===== src/sv/hse_pkg.sv =====
// ----------------------------------------------------------------------------
// hse_pkg
// Shared types, sizes and the control store of the heap sort engine.
// ----------------------------------------------------------------------------
package hse_pkg;

  localparam int MAX_ITEMS  = 64;
  localparam int VALUE_BITS = 32;

  localparam int IDX_W   = $clog2(MAX_ITEMS);
  localparam int CNT_W   = $clog2(MAX_ITEMS + 1);
  localparam int CHILD_W = CNT_W + 1;
  localparam int PC_W    = 5;

  typedef struct packed {
    logic signed [VALUE_BITS-1:0] value;
    logic                         last;
  } in_item_t;

  typedef struct packed {
    logic signed [VALUE_BITS-1:0] value_res;
    logic                         last_res;
    logic                         overflow;
  } out_item_t;

  // request from the sequencer to the element store
  typedef struct packed {
    logic                  we;
    logic [IDX_W-1:0]      waddr;
    logic [VALUE_BITS-1:0] wdata;
    logic                  re;
    logic [IDX_W-1:0]      raddr;
  } store_req_t;

  typedef enum logic [4:0] {
    OP_NONE       = 5'd0,
    OP_LOAD       = 5'd1,
    OP_BUILD_INIT = 5'd2,
    OP_BUILD_NEXT = 5'd3,
    OP_RD_NODE    = 5'd4,
    OP_RD_LC      = 5'd5,
    OP_CMP_LC     = 5'd6,
    OP_CMP_RC     = 5'd7,
    OP_WR_NODE    = 5'd8,
    OP_WR_TOP     = 5'd9,
    OP_EXT_INIT   = 5'd10,
    OP_RD_ROOT    = 5'd11,
    OP_RD_K       = 5'd12,
    OP_WR_ROOT    = 5'd13,
    OP_WR_K       = 5'd14,
    OP_OUT_INIT   = 5'd15,
    OP_OUT_RD     = 5'd16,
    OP_PUSH       = 5'd17,
    OP_FINISH     = 5'd18
  } op_t;

  typedef enum logic [2:0] {
    C_NEXT       = 3'd0,
    C_ALWAYS     = 3'd1,
    C_STAY_LOAD  = 3'd2,
    C_K_ZERO     = 3'd3,
    C_SIFT_DONE  = 3'd4,
    C_NOT_PUSHED = 3'd5,
    C_K_LT_N     = 3'd6
  } cond_t;

  typedef struct packed {
    op_t             op;
    cond_t           cond;
    logic [PC_W-1:0] target;
  } ctrl_t;

  localparam logic [PC_W-1:0] STEP_LOAD       = 5'd0;
  localparam logic [PC_W-1:0] STEP_BUILD_INIT = 5'd1;
  localparam logic [PC_W-1:0] STEP_BUILD_LOOP = 5'd2;
  localparam logic [PC_W-1:0] STEP_SIFT_RD    = 5'd3;
  localparam logic [PC_W-1:0] STEP_SIFT_LC    = 5'd4;
  localparam logic [PC_W-1:0] STEP_SIFT_RC    = 5'd5;
  localparam logic [PC_W-1:0] STEP_SIFT_CMP   = 5'd6;
  localparam logic [PC_W-1:0] STEP_SIFT_SWAP1 = 5'd7;
  localparam logic [PC_W-1:0] STEP_SIFT_SWAP2 = 5'd8;
  localparam logic [PC_W-1:0] STEP_EXT_INIT   = 5'd9;
  localparam logic [PC_W-1:0] STEP_EXT_LOOP   = 5'd10;
  localparam logic [PC_W-1:0] STEP_EXT_RD_K   = 5'd11;
  localparam logic [PC_W-1:0] STEP_EXT_WR0    = 5'd12;
  localparam logic [PC_W-1:0] STEP_EXT_WRK    = 5'd13;
  localparam logic [PC_W-1:0] STEP_OUT_INIT   = 5'd14;
  localparam logic [PC_W-1:0] STEP_OUT_RD     = 5'd15;
  localparam logic [PC_W-1:0] STEP_OUT_PUSH   = 5'd16;
  localparam logic [PC_W-1:0] STEP_OUT_NEXT   = 5'd17;
  localparam logic [PC_W-1:0] STEP_FINISH     = 5'd18;

  // control store: one word per step, jump taken when cond holds
  function automatic ctrl_t ucode(input logic [PC_W-1:0] pc);
    ctrl_t cw;
    cw = '{op: OP_NONE, cond: C_ALWAYS, target: STEP_LOAD};
    case (pc)
      STEP_LOAD:       cw = '{op: OP_LOAD,       cond: C_STAY_LOAD,  target: STEP_LOAD};
      STEP_BUILD_INIT: cw = '{op: OP_BUILD_INIT, cond: C_NEXT,       target: STEP_LOAD};
      STEP_BUILD_LOOP: cw = '{op: OP_BUILD_NEXT, cond: C_K_ZERO,     target: STEP_EXT_INIT};
      STEP_SIFT_RD:    cw = '{op: OP_RD_NODE,    cond: C_NEXT,       target: STEP_LOAD};
      STEP_SIFT_LC:    cw = '{op: OP_RD_LC,      cond: C_NEXT,       target: STEP_LOAD};
      STEP_SIFT_RC:    cw = '{op: OP_CMP_LC,     cond: C_NEXT,       target: STEP_LOAD};
      STEP_SIFT_CMP:   cw = '{op: OP_CMP_RC,     cond: C_NEXT,       target: STEP_LOAD};
      STEP_SIFT_SWAP1: cw = '{op: OP_WR_NODE,    cond: C_SIFT_DONE,  target: STEP_LOAD};
      STEP_SIFT_SWAP2: cw = '{op: OP_WR_TOP,     cond: C_ALWAYS,     target: STEP_SIFT_RD};
      STEP_EXT_INIT:   cw = '{op: OP_EXT_INIT,   cond: C_NEXT,       target: STEP_LOAD};
      STEP_EXT_LOOP:   cw = '{op: OP_RD_ROOT,    cond: C_K_ZERO,     target: STEP_OUT_INIT};
      STEP_EXT_RD_K:   cw = '{op: OP_RD_K,       cond: C_NEXT,       target: STEP_LOAD};
      STEP_EXT_WR0:    cw = '{op: OP_WR_ROOT,    cond: C_NEXT,       target: STEP_LOAD};
      STEP_EXT_WRK:    cw = '{op: OP_WR_K,       cond: C_ALWAYS,     target: STEP_SIFT_RD};
      STEP_OUT_INIT:   cw = '{op: OP_OUT_INIT,   cond: C_NEXT,       target: STEP_LOAD};
      STEP_OUT_RD:     cw = '{op: OP_OUT_RD,     cond: C_NEXT,       target: STEP_LOAD};
      STEP_OUT_PUSH:   cw = '{op: OP_PUSH,       cond: C_NOT_PUSHED, target: STEP_OUT_PUSH};
      STEP_OUT_NEXT:   cw = '{op: OP_NONE,       cond: C_K_LT_N,     target: STEP_OUT_RD};
      STEP_FINISH:     cw = '{op: OP_FINISH,     cond: C_ALWAYS,     target: STEP_LOAD};
      default:         cw = '{op: OP_NONE,       cond: C_ALWAYS,     target: STEP_LOAD};
    endcase
    return cw;
  endfunction

endpackage


===== src/sv/hse_store.sv =====
// ----------------------------------------------------------------------------
// hse_store
// Element store: one write port, one read port with registered read data.
// ----------------------------------------------------------------------------
module hse_store (
  input  logic                           clk,
  input  hse_pkg::store_req_t            req,
  output logic [hse_pkg::VALUE_BITS-1:0] rd_data
);

  logic [hse_pkg::VALUE_BITS-1:0] mem [hse_pkg::MAX_ITEMS];
  logic [hse_pkg::VALUE_BITS-1:0] rd_data_r;

  always_ff @(posedge clk) begin
    if (req.we) begin
      mem[req.waddr] <= req.wdata;
    end
  end

  // hold read data until the next read
  always_ff @(posedge clk) begin
    if (req.re) begin
      rd_data_r <= mem[req.raddr];
    end
  end

  assign rd_data = rd_data_r;

endmodule


===== src/sv/heap_sort_engine.sv =====
// ----------------------------------------------------------------------------
// heap_sort_engine
// Collects a set of signed values and returns it sorted ascending (heapsort).
// ----------------------------------------------------------------------------
// Input beats (in_data.value, in_data.last) are stored one per cycle while the
// engine is loading; in_data.last closes the set. Beats beyond MAX_ITEMS are
// dropped and every result of that set carries overflow. After the closing
// beat the engine stops taking input, sorts the set in place and streams it
// out ascending, out_data.last_res on the final beat.
// The sort runs from a microcoded control store over an element store with
// one read and one write port. A sift-down level that swaps reads the node,
// reads its two children, compares, and makes two writes (node, then the
// larger child's slot); the level where it stops makes only the node write.
// Each build step is one loop step plus one sift-down; each extraction reads
// the root and element k, writes them back swapped and runs one sift-down of
// up to log2(N) levels. Each output beat reads an element, pushes it and
// advances the index.
// A stalled receiver holds the result in the output register and freezes
// the sequencer at the push step; the final result may still wait while the
// next set loads. Reset (rst_n low, synchronous) empties the set, clears the
// overflow flag and the output valid; no clearing pass is needed.
// ----------------------------------------------------------------------------
module heap_sort_engine (
  input  logic                clk,
  input  logic                rst_n,
  input  logic                in_valid,
  output logic                in_ready,
  input  hse_pkg::in_item_t   in_data,
  output logic                out_valid,
  input  logic                out_ready,
  output hse_pkg::out_item_t  out_data
);

  localparam logic [hse_pkg::CNT_W-1:0] CNT_MAX = hse_pkg::CNT_W'(hse_pkg::MAX_ITEMS);

  hse_pkg::ctrl_t     cw;
  hse_pkg::store_req_t sreq;
  logic [hse_pkg::VALUE_BITS-1:0] rd_data;

  logic [hse_pkg::PC_W-1:0]  pc_r, pc_nxt;
  logic [hse_pkg::CNT_W-1:0] count_r, count_nxt;
  logic                      ovf_r, ovf_nxt;
  logic [hse_pkg::CNT_W-1:0] k_r, k_nxt;
  logic [hse_pkg::CNT_W-1:0] size_r, size_nxt;
  logic [hse_pkg::IDX_W-1:0] node_r, node_nxt;
  logic [hse_pkg::IDX_W-1:0] top_r, top_nxt;
  logic signed [hse_pkg::VALUE_BITS-1:0] vnode_r, vnode_nxt;
  logic signed [hse_pkg::VALUE_BITS-1:0] vtop_r, vtop_nxt;
  logic                      phase_r, phase_nxt;
  logic                      out_valid_r, out_valid_nxt;
  hse_pkg::out_item_t        out_data_r, out_data_nxt;

  logic                        in_fire;
  logic                        out_free;
  logic                        pushed;
  logic                        jump;
  logic [hse_pkg::CHILD_W-1:0] lc;
  logic [hse_pkg::CHILD_W-1:0] rc;
  logic                        lc_ok;
  logic                        rc_ok;

  assign cw       = hse_pkg::ucode(pc_r);
  assign in_ready = (cw.op == hse_pkg::OP_LOAD);
  assign in_fire  = in_valid && in_ready;
  assign out_free = !out_valid_r || out_ready;
  assign pushed   = (cw.op == hse_pkg::OP_PUSH) && out_free;

  assign lc    = (hse_pkg::CHILD_W'(node_r) << 1) + hse_pkg::CHILD_W'(1);
  assign rc    = lc + hse_pkg::CHILD_W'(1);
  assign lc_ok = lc < hse_pkg::CHILD_W'(size_r);
  assign rc_ok = rc < hse_pkg::CHILD_W'(size_r);

  hse_store u_store (
    .clk     (clk),
    .req     (sreq),
    .rd_data (rd_data)
  );

  // datapath
  always_comb begin
    count_nxt = count_r;
    ovf_nxt   = ovf_r;
    k_nxt     = k_r;
    size_nxt  = size_r;
    node_nxt  = node_r;
    top_nxt   = top_r;
    vnode_nxt = vnode_r;
    vtop_nxt  = vtop_r;
    phase_nxt = phase_r;
    sreq      = '0;
    case (cw.op)
      hse_pkg::OP_LOAD: begin
        if (in_fire) begin
          if (count_r < CNT_MAX) begin
            sreq.we    = 1'b1;
            sreq.waddr = count_r[hse_pkg::IDX_W-1:0];
            sreq.wdata = in_data.value;
            count_nxt  = count_r + hse_pkg::CNT_W'(1);
          end else begin
            ovf_nxt = 1'b1;
          end
        end
      end
      hse_pkg::OP_BUILD_INIT: begin
        k_nxt     = count_r >> 1;
        size_nxt  = count_r;
        phase_nxt = 1'b0;
      end
      hse_pkg::OP_BUILD_NEXT: begin
        k_nxt    = k_r - hse_pkg::CNT_W'(1);
        node_nxt = k_nxt[hse_pkg::IDX_W-1:0];
      end
      hse_pkg::OP_RD_NODE: begin
        sreq.re    = 1'b1;
        sreq.raddr = node_r;
        top_nxt    = node_r;
      end
      hse_pkg::OP_RD_LC: begin
        vnode_nxt  = rd_data;
        vtop_nxt   = rd_data;
        sreq.re    = 1'b1;
        sreq.raddr = lc[hse_pkg::IDX_W-1:0];
      end
      hse_pkg::OP_CMP_LC: begin
        if (lc_ok && ($signed(rd_data) > vtop_r)) begin
          top_nxt  = lc[hse_pkg::IDX_W-1:0];
          vtop_nxt = rd_data;
        end
        sreq.re    = 1'b1;
        sreq.raddr = rc[hse_pkg::IDX_W-1:0];
      end
      hse_pkg::OP_CMP_RC: begin
        if (rc_ok && ($signed(rd_data) > vtop_r)) begin
          top_nxt  = rc[hse_pkg::IDX_W-1:0];
          vtop_nxt = rd_data;
        end
      end
      hse_pkg::OP_WR_NODE: begin
        // rewrites the same value when the node already is the largest
        sreq.we    = 1'b1;
        sreq.waddr = node_r;
        sreq.wdata = vtop_r;
      end
      hse_pkg::OP_WR_TOP: begin
        sreq.we    = 1'b1;
        sreq.waddr = top_r;
        sreq.wdata = vnode_r;
        node_nxt   = top_r;
      end
      hse_pkg::OP_EXT_INIT: begin
        k_nxt     = count_r - hse_pkg::CNT_W'(1);
        phase_nxt = 1'b1;
      end
      hse_pkg::OP_RD_ROOT: begin
        sreq.re    = 1'b1;
        sreq.raddr = '0;
      end
      hse_pkg::OP_RD_K: begin
        vnode_nxt  = rd_data;
        sreq.re    = 1'b1;
        sreq.raddr = k_r[hse_pkg::IDX_W-1:0];
      end
      hse_pkg::OP_WR_ROOT: begin
        sreq.we    = 1'b1;
        sreq.waddr = '0;
        sreq.wdata = rd_data;
      end
      hse_pkg::OP_WR_K: begin
        sreq.we    = 1'b1;
        sreq.waddr = k_r[hse_pkg::IDX_W-1:0];
        sreq.wdata = vnode_r;
        size_nxt   = k_r;
        k_nxt      = k_r - hse_pkg::CNT_W'(1);
        node_nxt   = '0;
      end
      hse_pkg::OP_OUT_INIT: begin
        k_nxt = '0;
      end
      hse_pkg::OP_OUT_RD: begin
        sreq.re    = 1'b1;
        sreq.raddr = k_r[hse_pkg::IDX_W-1:0];
      end
      hse_pkg::OP_PUSH: begin
        if (out_free) begin
          k_nxt = k_r + hse_pkg::CNT_W'(1);
        end
      end
      hse_pkg::OP_FINISH: begin
        count_nxt = '0;
        ovf_nxt   = 1'b0;
      end
      default: begin
      end
    endcase
  end

  // output register
  always_comb begin
    out_valid_nxt = out_valid_r;
    out_data_nxt  = out_data_r;
    if (out_valid_r && out_ready) begin
      out_valid_nxt = 1'b0;
    end
    if (pushed) begin
      out_valid_nxt          = 1'b1;
      out_data_nxt.value_res = rd_data;
      out_data_nxt.last_res  = (k_r + hse_pkg::CNT_W'(1)) == count_r;
      out_data_nxt.overflow  = ovf_r;
    end
  end

  // sequencer
  always_comb begin
    case (cw.cond)
      hse_pkg::C_NEXT:       jump = 1'b0;
      hse_pkg::C_ALWAYS:     jump = 1'b1;
      hse_pkg::C_STAY_LOAD:  jump = !(in_fire && in_data.last);
      hse_pkg::C_K_ZERO:     jump = (k_r == '0);
      hse_pkg::C_SIFT_DONE:  jump = (top_r == node_r);
      hse_pkg::C_NOT_PUSHED: jump = !out_free;
      hse_pkg::C_K_LT_N:     jump = (k_r < count_r);
      default:               jump = 1'b1;
    endcase
    if (!jump) begin
      pc_nxt = pc_r + hse_pkg::PC_W'(1);
    end else if (cw.cond == hse_pkg::C_SIFT_DONE) begin
      // return from the sift-down to the loop that called it
      pc_nxt = phase_r ? hse_pkg::STEP_EXT_LOOP : hse_pkg::STEP_BUILD_LOOP;
    end else begin
      pc_nxt = cw.target;
    end
  end

  always_ff @(posedge clk) begin
    if (!rst_n) begin
      pc_r        <= hse_pkg::STEP_LOAD;
      count_r     <= '0;
      ovf_r       <= 1'b0;
      phase_r     <= 1'b0;
      out_valid_r <= 1'b0;
    end else begin
      pc_r        <= pc_nxt;
      count_r     <= count_nxt;
      ovf_r       <= ovf_nxt;
      phase_r     <= phase_nxt;
      out_valid_r <= out_valid_nxt;
    end
  end

  always_ff @(posedge clk) begin
    k_r        <= k_nxt;
    size_r     <= size_nxt;
    node_r     <= node_nxt;
    top_r      <= top_nxt;
    vnode_r    <= vnode_nxt;
    vtop_r     <= vtop_nxt;
    out_data_r <= out_data_nxt;
  end

  assign out_valid = out_valid_r;
  assign out_data  = out_data_r;

  a_count_bound: assert property (@(posedge clk) disable iff (!rst_n)
    count_r <= CNT_MAX)
    else $error("element count beyond capacity");

  a_out_index: assert property (@(posedge clk) disable iff (!rst_n)
    (pc_r == hse_pkg::STEP_OUT_RD) |-> (k_r < count_r))
    else $error("output read beyond the held set");

  a_last_clears: assert property (@(posedge clk) disable iff (!rst_n)
    (pushed && out_data_nxt.last_res) |=> ##1 (pc_r == hse_pkg::STEP_FINISH))
    else $error("final result not followed by set release");

  a_no_load_in_sort: assert property (@(posedge clk) disable iff (!rst_n)
    (in_fire && in_data.last) |=> !in_ready)
    else $error("input taken while sorting");

endmodule

===== config.mk =====
export PLATFORM = sky130hd
export DESIGN_NAME = heap_sort_engine
export DESIGN_NICKNAME = d
export VERILOG_FILES = /design/src/sv/hse_pkg.sv /design/src/sv/hse_store.sv /design/src/sv/heap_sort_engine.sv
export SDC_FILE = /design/constraint.sdc
export NUM_CORES = 2
export LEC_CHECK = 0
export BUFFER_PORTS_ARGS = -buffer_cell sky130_fd_sc_hd__buf_2
export CAP_MARGIN = 20
export CORE_MARGIN = 2
export CORE_UTILIZATION = 40
export DETAILED_ROUTE_END_ITERATION = 8
export HOLD_SLACK_MARGIN = 0.08
export PLACE_DENSITY_LB_ADDON = 0.3
export SLEW_MARGIN = 20
export SYNTH_ARGS = -nofsm -noshare
export SYNTH_HDL_FRONTEND = slang
export SYNTH_SLANG_ARGS = --single-unit
export TNS_END_PERCENT = 10

===== constraint.sdc =====
create_clock -name clk -period 5.5 [get_ports clk]
set_clock_uncertainty 0.15 [all_clocks]
set_input_delay 1.375 -clock clk [delete_from_list [all_inputs] [get_ports clk]]
set_output_delay 1.375 -clock clk [all_outputs]
set_load 0.005 [all_outputs]

==> summary.txt <==
STA
  – Hold Violations, Final: 0
  – Final setup violation count: 0
  – Fin Hold WS: 302 ps
  – Pins Over Slew Limit: 0
  – Max transition margin: 0.197
  – Post-route clock period utilization: 0.925
  – Worst Max-Slew Pin Slew: 1200 ps
  – RSZ-0062 raised after global routing: false
  – FMAX: 197 MHz
  – Min Tclk post-route: 5090 ps
  – Setup TNS: 0 ps

Power
  – Max VDD drop: 0.350 mV
  – Switch Pwr: 10,800 uW
  – Pwr Total: 40,600 uW
  – PwrDens: 390 nW/um^2
  – Switching Share: 0.265
  – Logic gate share of total power: 0.125
  – Clock power share: 0.374
  – Register share of total power: 0.501
  – P_int: 29,900 uW
  – Pleak: 0.0361 uW

Critical path
  – Crit end category: flop
  – Worst Path Required: 5960 ps
  – Max stage delay on crit path: 830 ps
  – CP Cell Sequence: buf_4, nor3b_2, a22o_4, buf_12, buf_4, nand2_1, nand3_1, nand2_1, a21oi_1, o2111ai_1, a2111oi_2
  – CP max stage cell: a22o_4
  – Worst EP arrival: 5540 ps
  – Worst-path maximum fanout: 83
  – Critical path startpoint category: flop
  – Setup CP Type: flop to flop

Logic synthesis
  – Cells after synthesis: 7,194
  – Syn nets: 7,295
  – EDFF count, synth: 2,204
  – Flops & latches, synth: 2,232
  – Synth area leader: edfxtp_1
  – Post-synthesis area per instance: 12.6 um^2
  – Sequential area share after synthesis: 0.735
  – Post-synth cell types: 85
  – Synth warnings: 0
  – Area share of the largest cell type after synthesis: 0.729
  – Async SR Flop Fraction: 0
  – Cell Area, Synth: 90,800 um^2
  – Top FF cell, synth: edfxtp_1
  – Area contributors post-synth: edfxtp_1 73%, nand2_1 9.3%, nand3_1 5.7%, buf_2 1.4%, a21oi_1 0.96%

Clock tree
  – Longest Clk Path Bufs: 3
  – Worst-Skew Late Latency: 880 ps
  – CTS root buf: clkbuf_16
  – CTS tree: done
  – CTS sink cnt: 2,232
  – CTS clk-pin slew, worst paths: 60 ps
  – CTS Hold Bufs: 0
  – Post-CTS Resized: 0
  – Num CTS Buffers: 222
  – # Post-CTS Setup Buffers: 0
  – H-tree depth: 4

Global routing
  – Largest net degree at the start of global routing: 102
  – Vias in the first global route: 56,220
  – Initial antenna violation count: 9
  – First-pass GRT wire length: 405,000 um
  – Gr usage total: 0.240
  – Total gr overflow: 0

Layout
  – Area Overhead vs Synth: 14.6%
  – Fraction of layout cells with a size suffix above 1: 0.113
  – Final Core Density: 0.462
  – Post-route cell area: 104,000 um^2
  – Final net count: 7,449

Routing
  – DRT Wirelength: 283,000 um
  – Total number of vias: 61,387
  – DRT Pass-1 Iters: 9
  – Residual DRC: 6
  – Via density: 5.83
  – Drt wl/cell: 26.9 um
  – Antenna-violating nets left: 0
  – DR iter-0 viols: 9,653

Floorplanning
  – Initial Util: 0.403
  – Die height: 481 um
  – Boundary pin count: 73
  – DIE AREA: 231,000 um^2
  – FP Rows: 174
  – Die X: 481 um
  – Core area: 225,000 um^2

Placement
  – Hpwl dp: 173,000 um
  – Placer Congestion: 0.944
  – Post-place instance area: 96,800 um^2
  – IO buf count: 72

Worst hold path
  – Worst hold path type: flop to flop

Status
  – Failing checks: design-rule violations
  – Status: finished with violations

Job
  – MaxCap Viol Count: 0
-- layout make-up --
cell class / count / area (um^2)
clock inverter: 149 / 1450
tap: 2992 / 3740
antenna: 6 / 15.0
clock buffer: 266 / 5820
timing repair buffer: 392 / 3730
multi-input combinational: 4436 / 22400
fill: 19813 / 121000
sequential: 2232 / 66700
inverter: 64 / 240
-- worst max-delay path: cells and delay by family (launching register included) --
| kind | cells | cell delay (ps) |
|---|---|---|
| compound gates | 4 | 2210 |
| buf+inv | 3 | 970 |
| simple gates | 4 | 720 |
| flops | 1 | 720 |
-- power groups by stage --
stage               registers (uW)  logic, uW  clock network, uW
floorplan                    20600       2410                  0
global placement             20700       4850                  0
detailed placement           20700       4940                  0
CTS                          20400       4960              15300
global route                 20400       5320              15900
finish                       20400       5070              15200
-- layer usage --
metal  up-vias  GRT usage  wire length (um)
li1      26575          -                 -
met1     30746      0.353            117000
met2      3590      0.354            124000
met3       476     0.0474             32300
met4         0     0.0813             10000
met5         -          0                 0
-- worst paths after layout --
kind              cells after the start  slack [ps]                 end    from
setup / recovery                     11         410  u_store.rd_data[1]  cw[10]
hold / removal                        0         300         out_data[0]   ovf_r
setup reg to reg                     11         410  u_store.rd_data[1]  cw[10]
hold reg to reg                       0         300         out_data[0]   ovf_r
-- stage by stage --
step                worst slack, ps  cells
finish                          414  10537
global route                    243  10531
CTS                             634  10530
detailed placement              658  10115
global placement                678  10114
floorplan                       756   7194
-- placed cells by master (no fill, tap or decap), drive strengths merged, types with 28 or more instances in the layout --
master  instances
nand2        2240
edfxtp       2204
nand3        1031
buf           392
clkbuf        266
a21oi         177
a31oi         141
nor2          127
and3          126
clkinv        118
o21ai          87
a311oi         77
inv            69
ha             64
a222oi         32
dfxtp          28
-- kinds of logic after synthesis --
| kind of cell | after synthesis | share of synthesized area |
|---|---|---|
| adder cells (fa/ha/maj) | 64 | 0.00881 |
| AND/OR/NAND/NOR | 3644 | 0.173 |
| flip-flops | 2232 | 0.735 |
| multiplexers | 15 | 0.00167 |
| XOR/XNOR | 42 | 0.00405 |
| buffers and inverters | 526 | 0.0274 |
| AO/OA/AOI/OAI | 671 | 0.0506 |
-- cells in the mapped netlist, types with 32 or more instances --
cell      count
nor2_1      124
o21ai_0      83
a21oi_1     175
clkbuf_1    142
a31oi_1     140
a222oi_1     32
ha_1         64
and3_1      126
edfxtp_1   2204
nand2_1    2239
buf_2       247
nand3_1    1030
inv_1        64
a311oi_1     77
buf_4        36
-- state kept, by name, summed over array words and instances (netlist names), 5 cells and up --
signal           flops
top_r                6
vnode_r             32
pc_r                 5
count_r              7
size_r               7
k_r                  7
u_store.rd_data     32
u_store.mem       2048
cw                  13
node_r               6
vtop_r              32
out_data            34
Note: power is estimated with default switching activity, not from simulation.
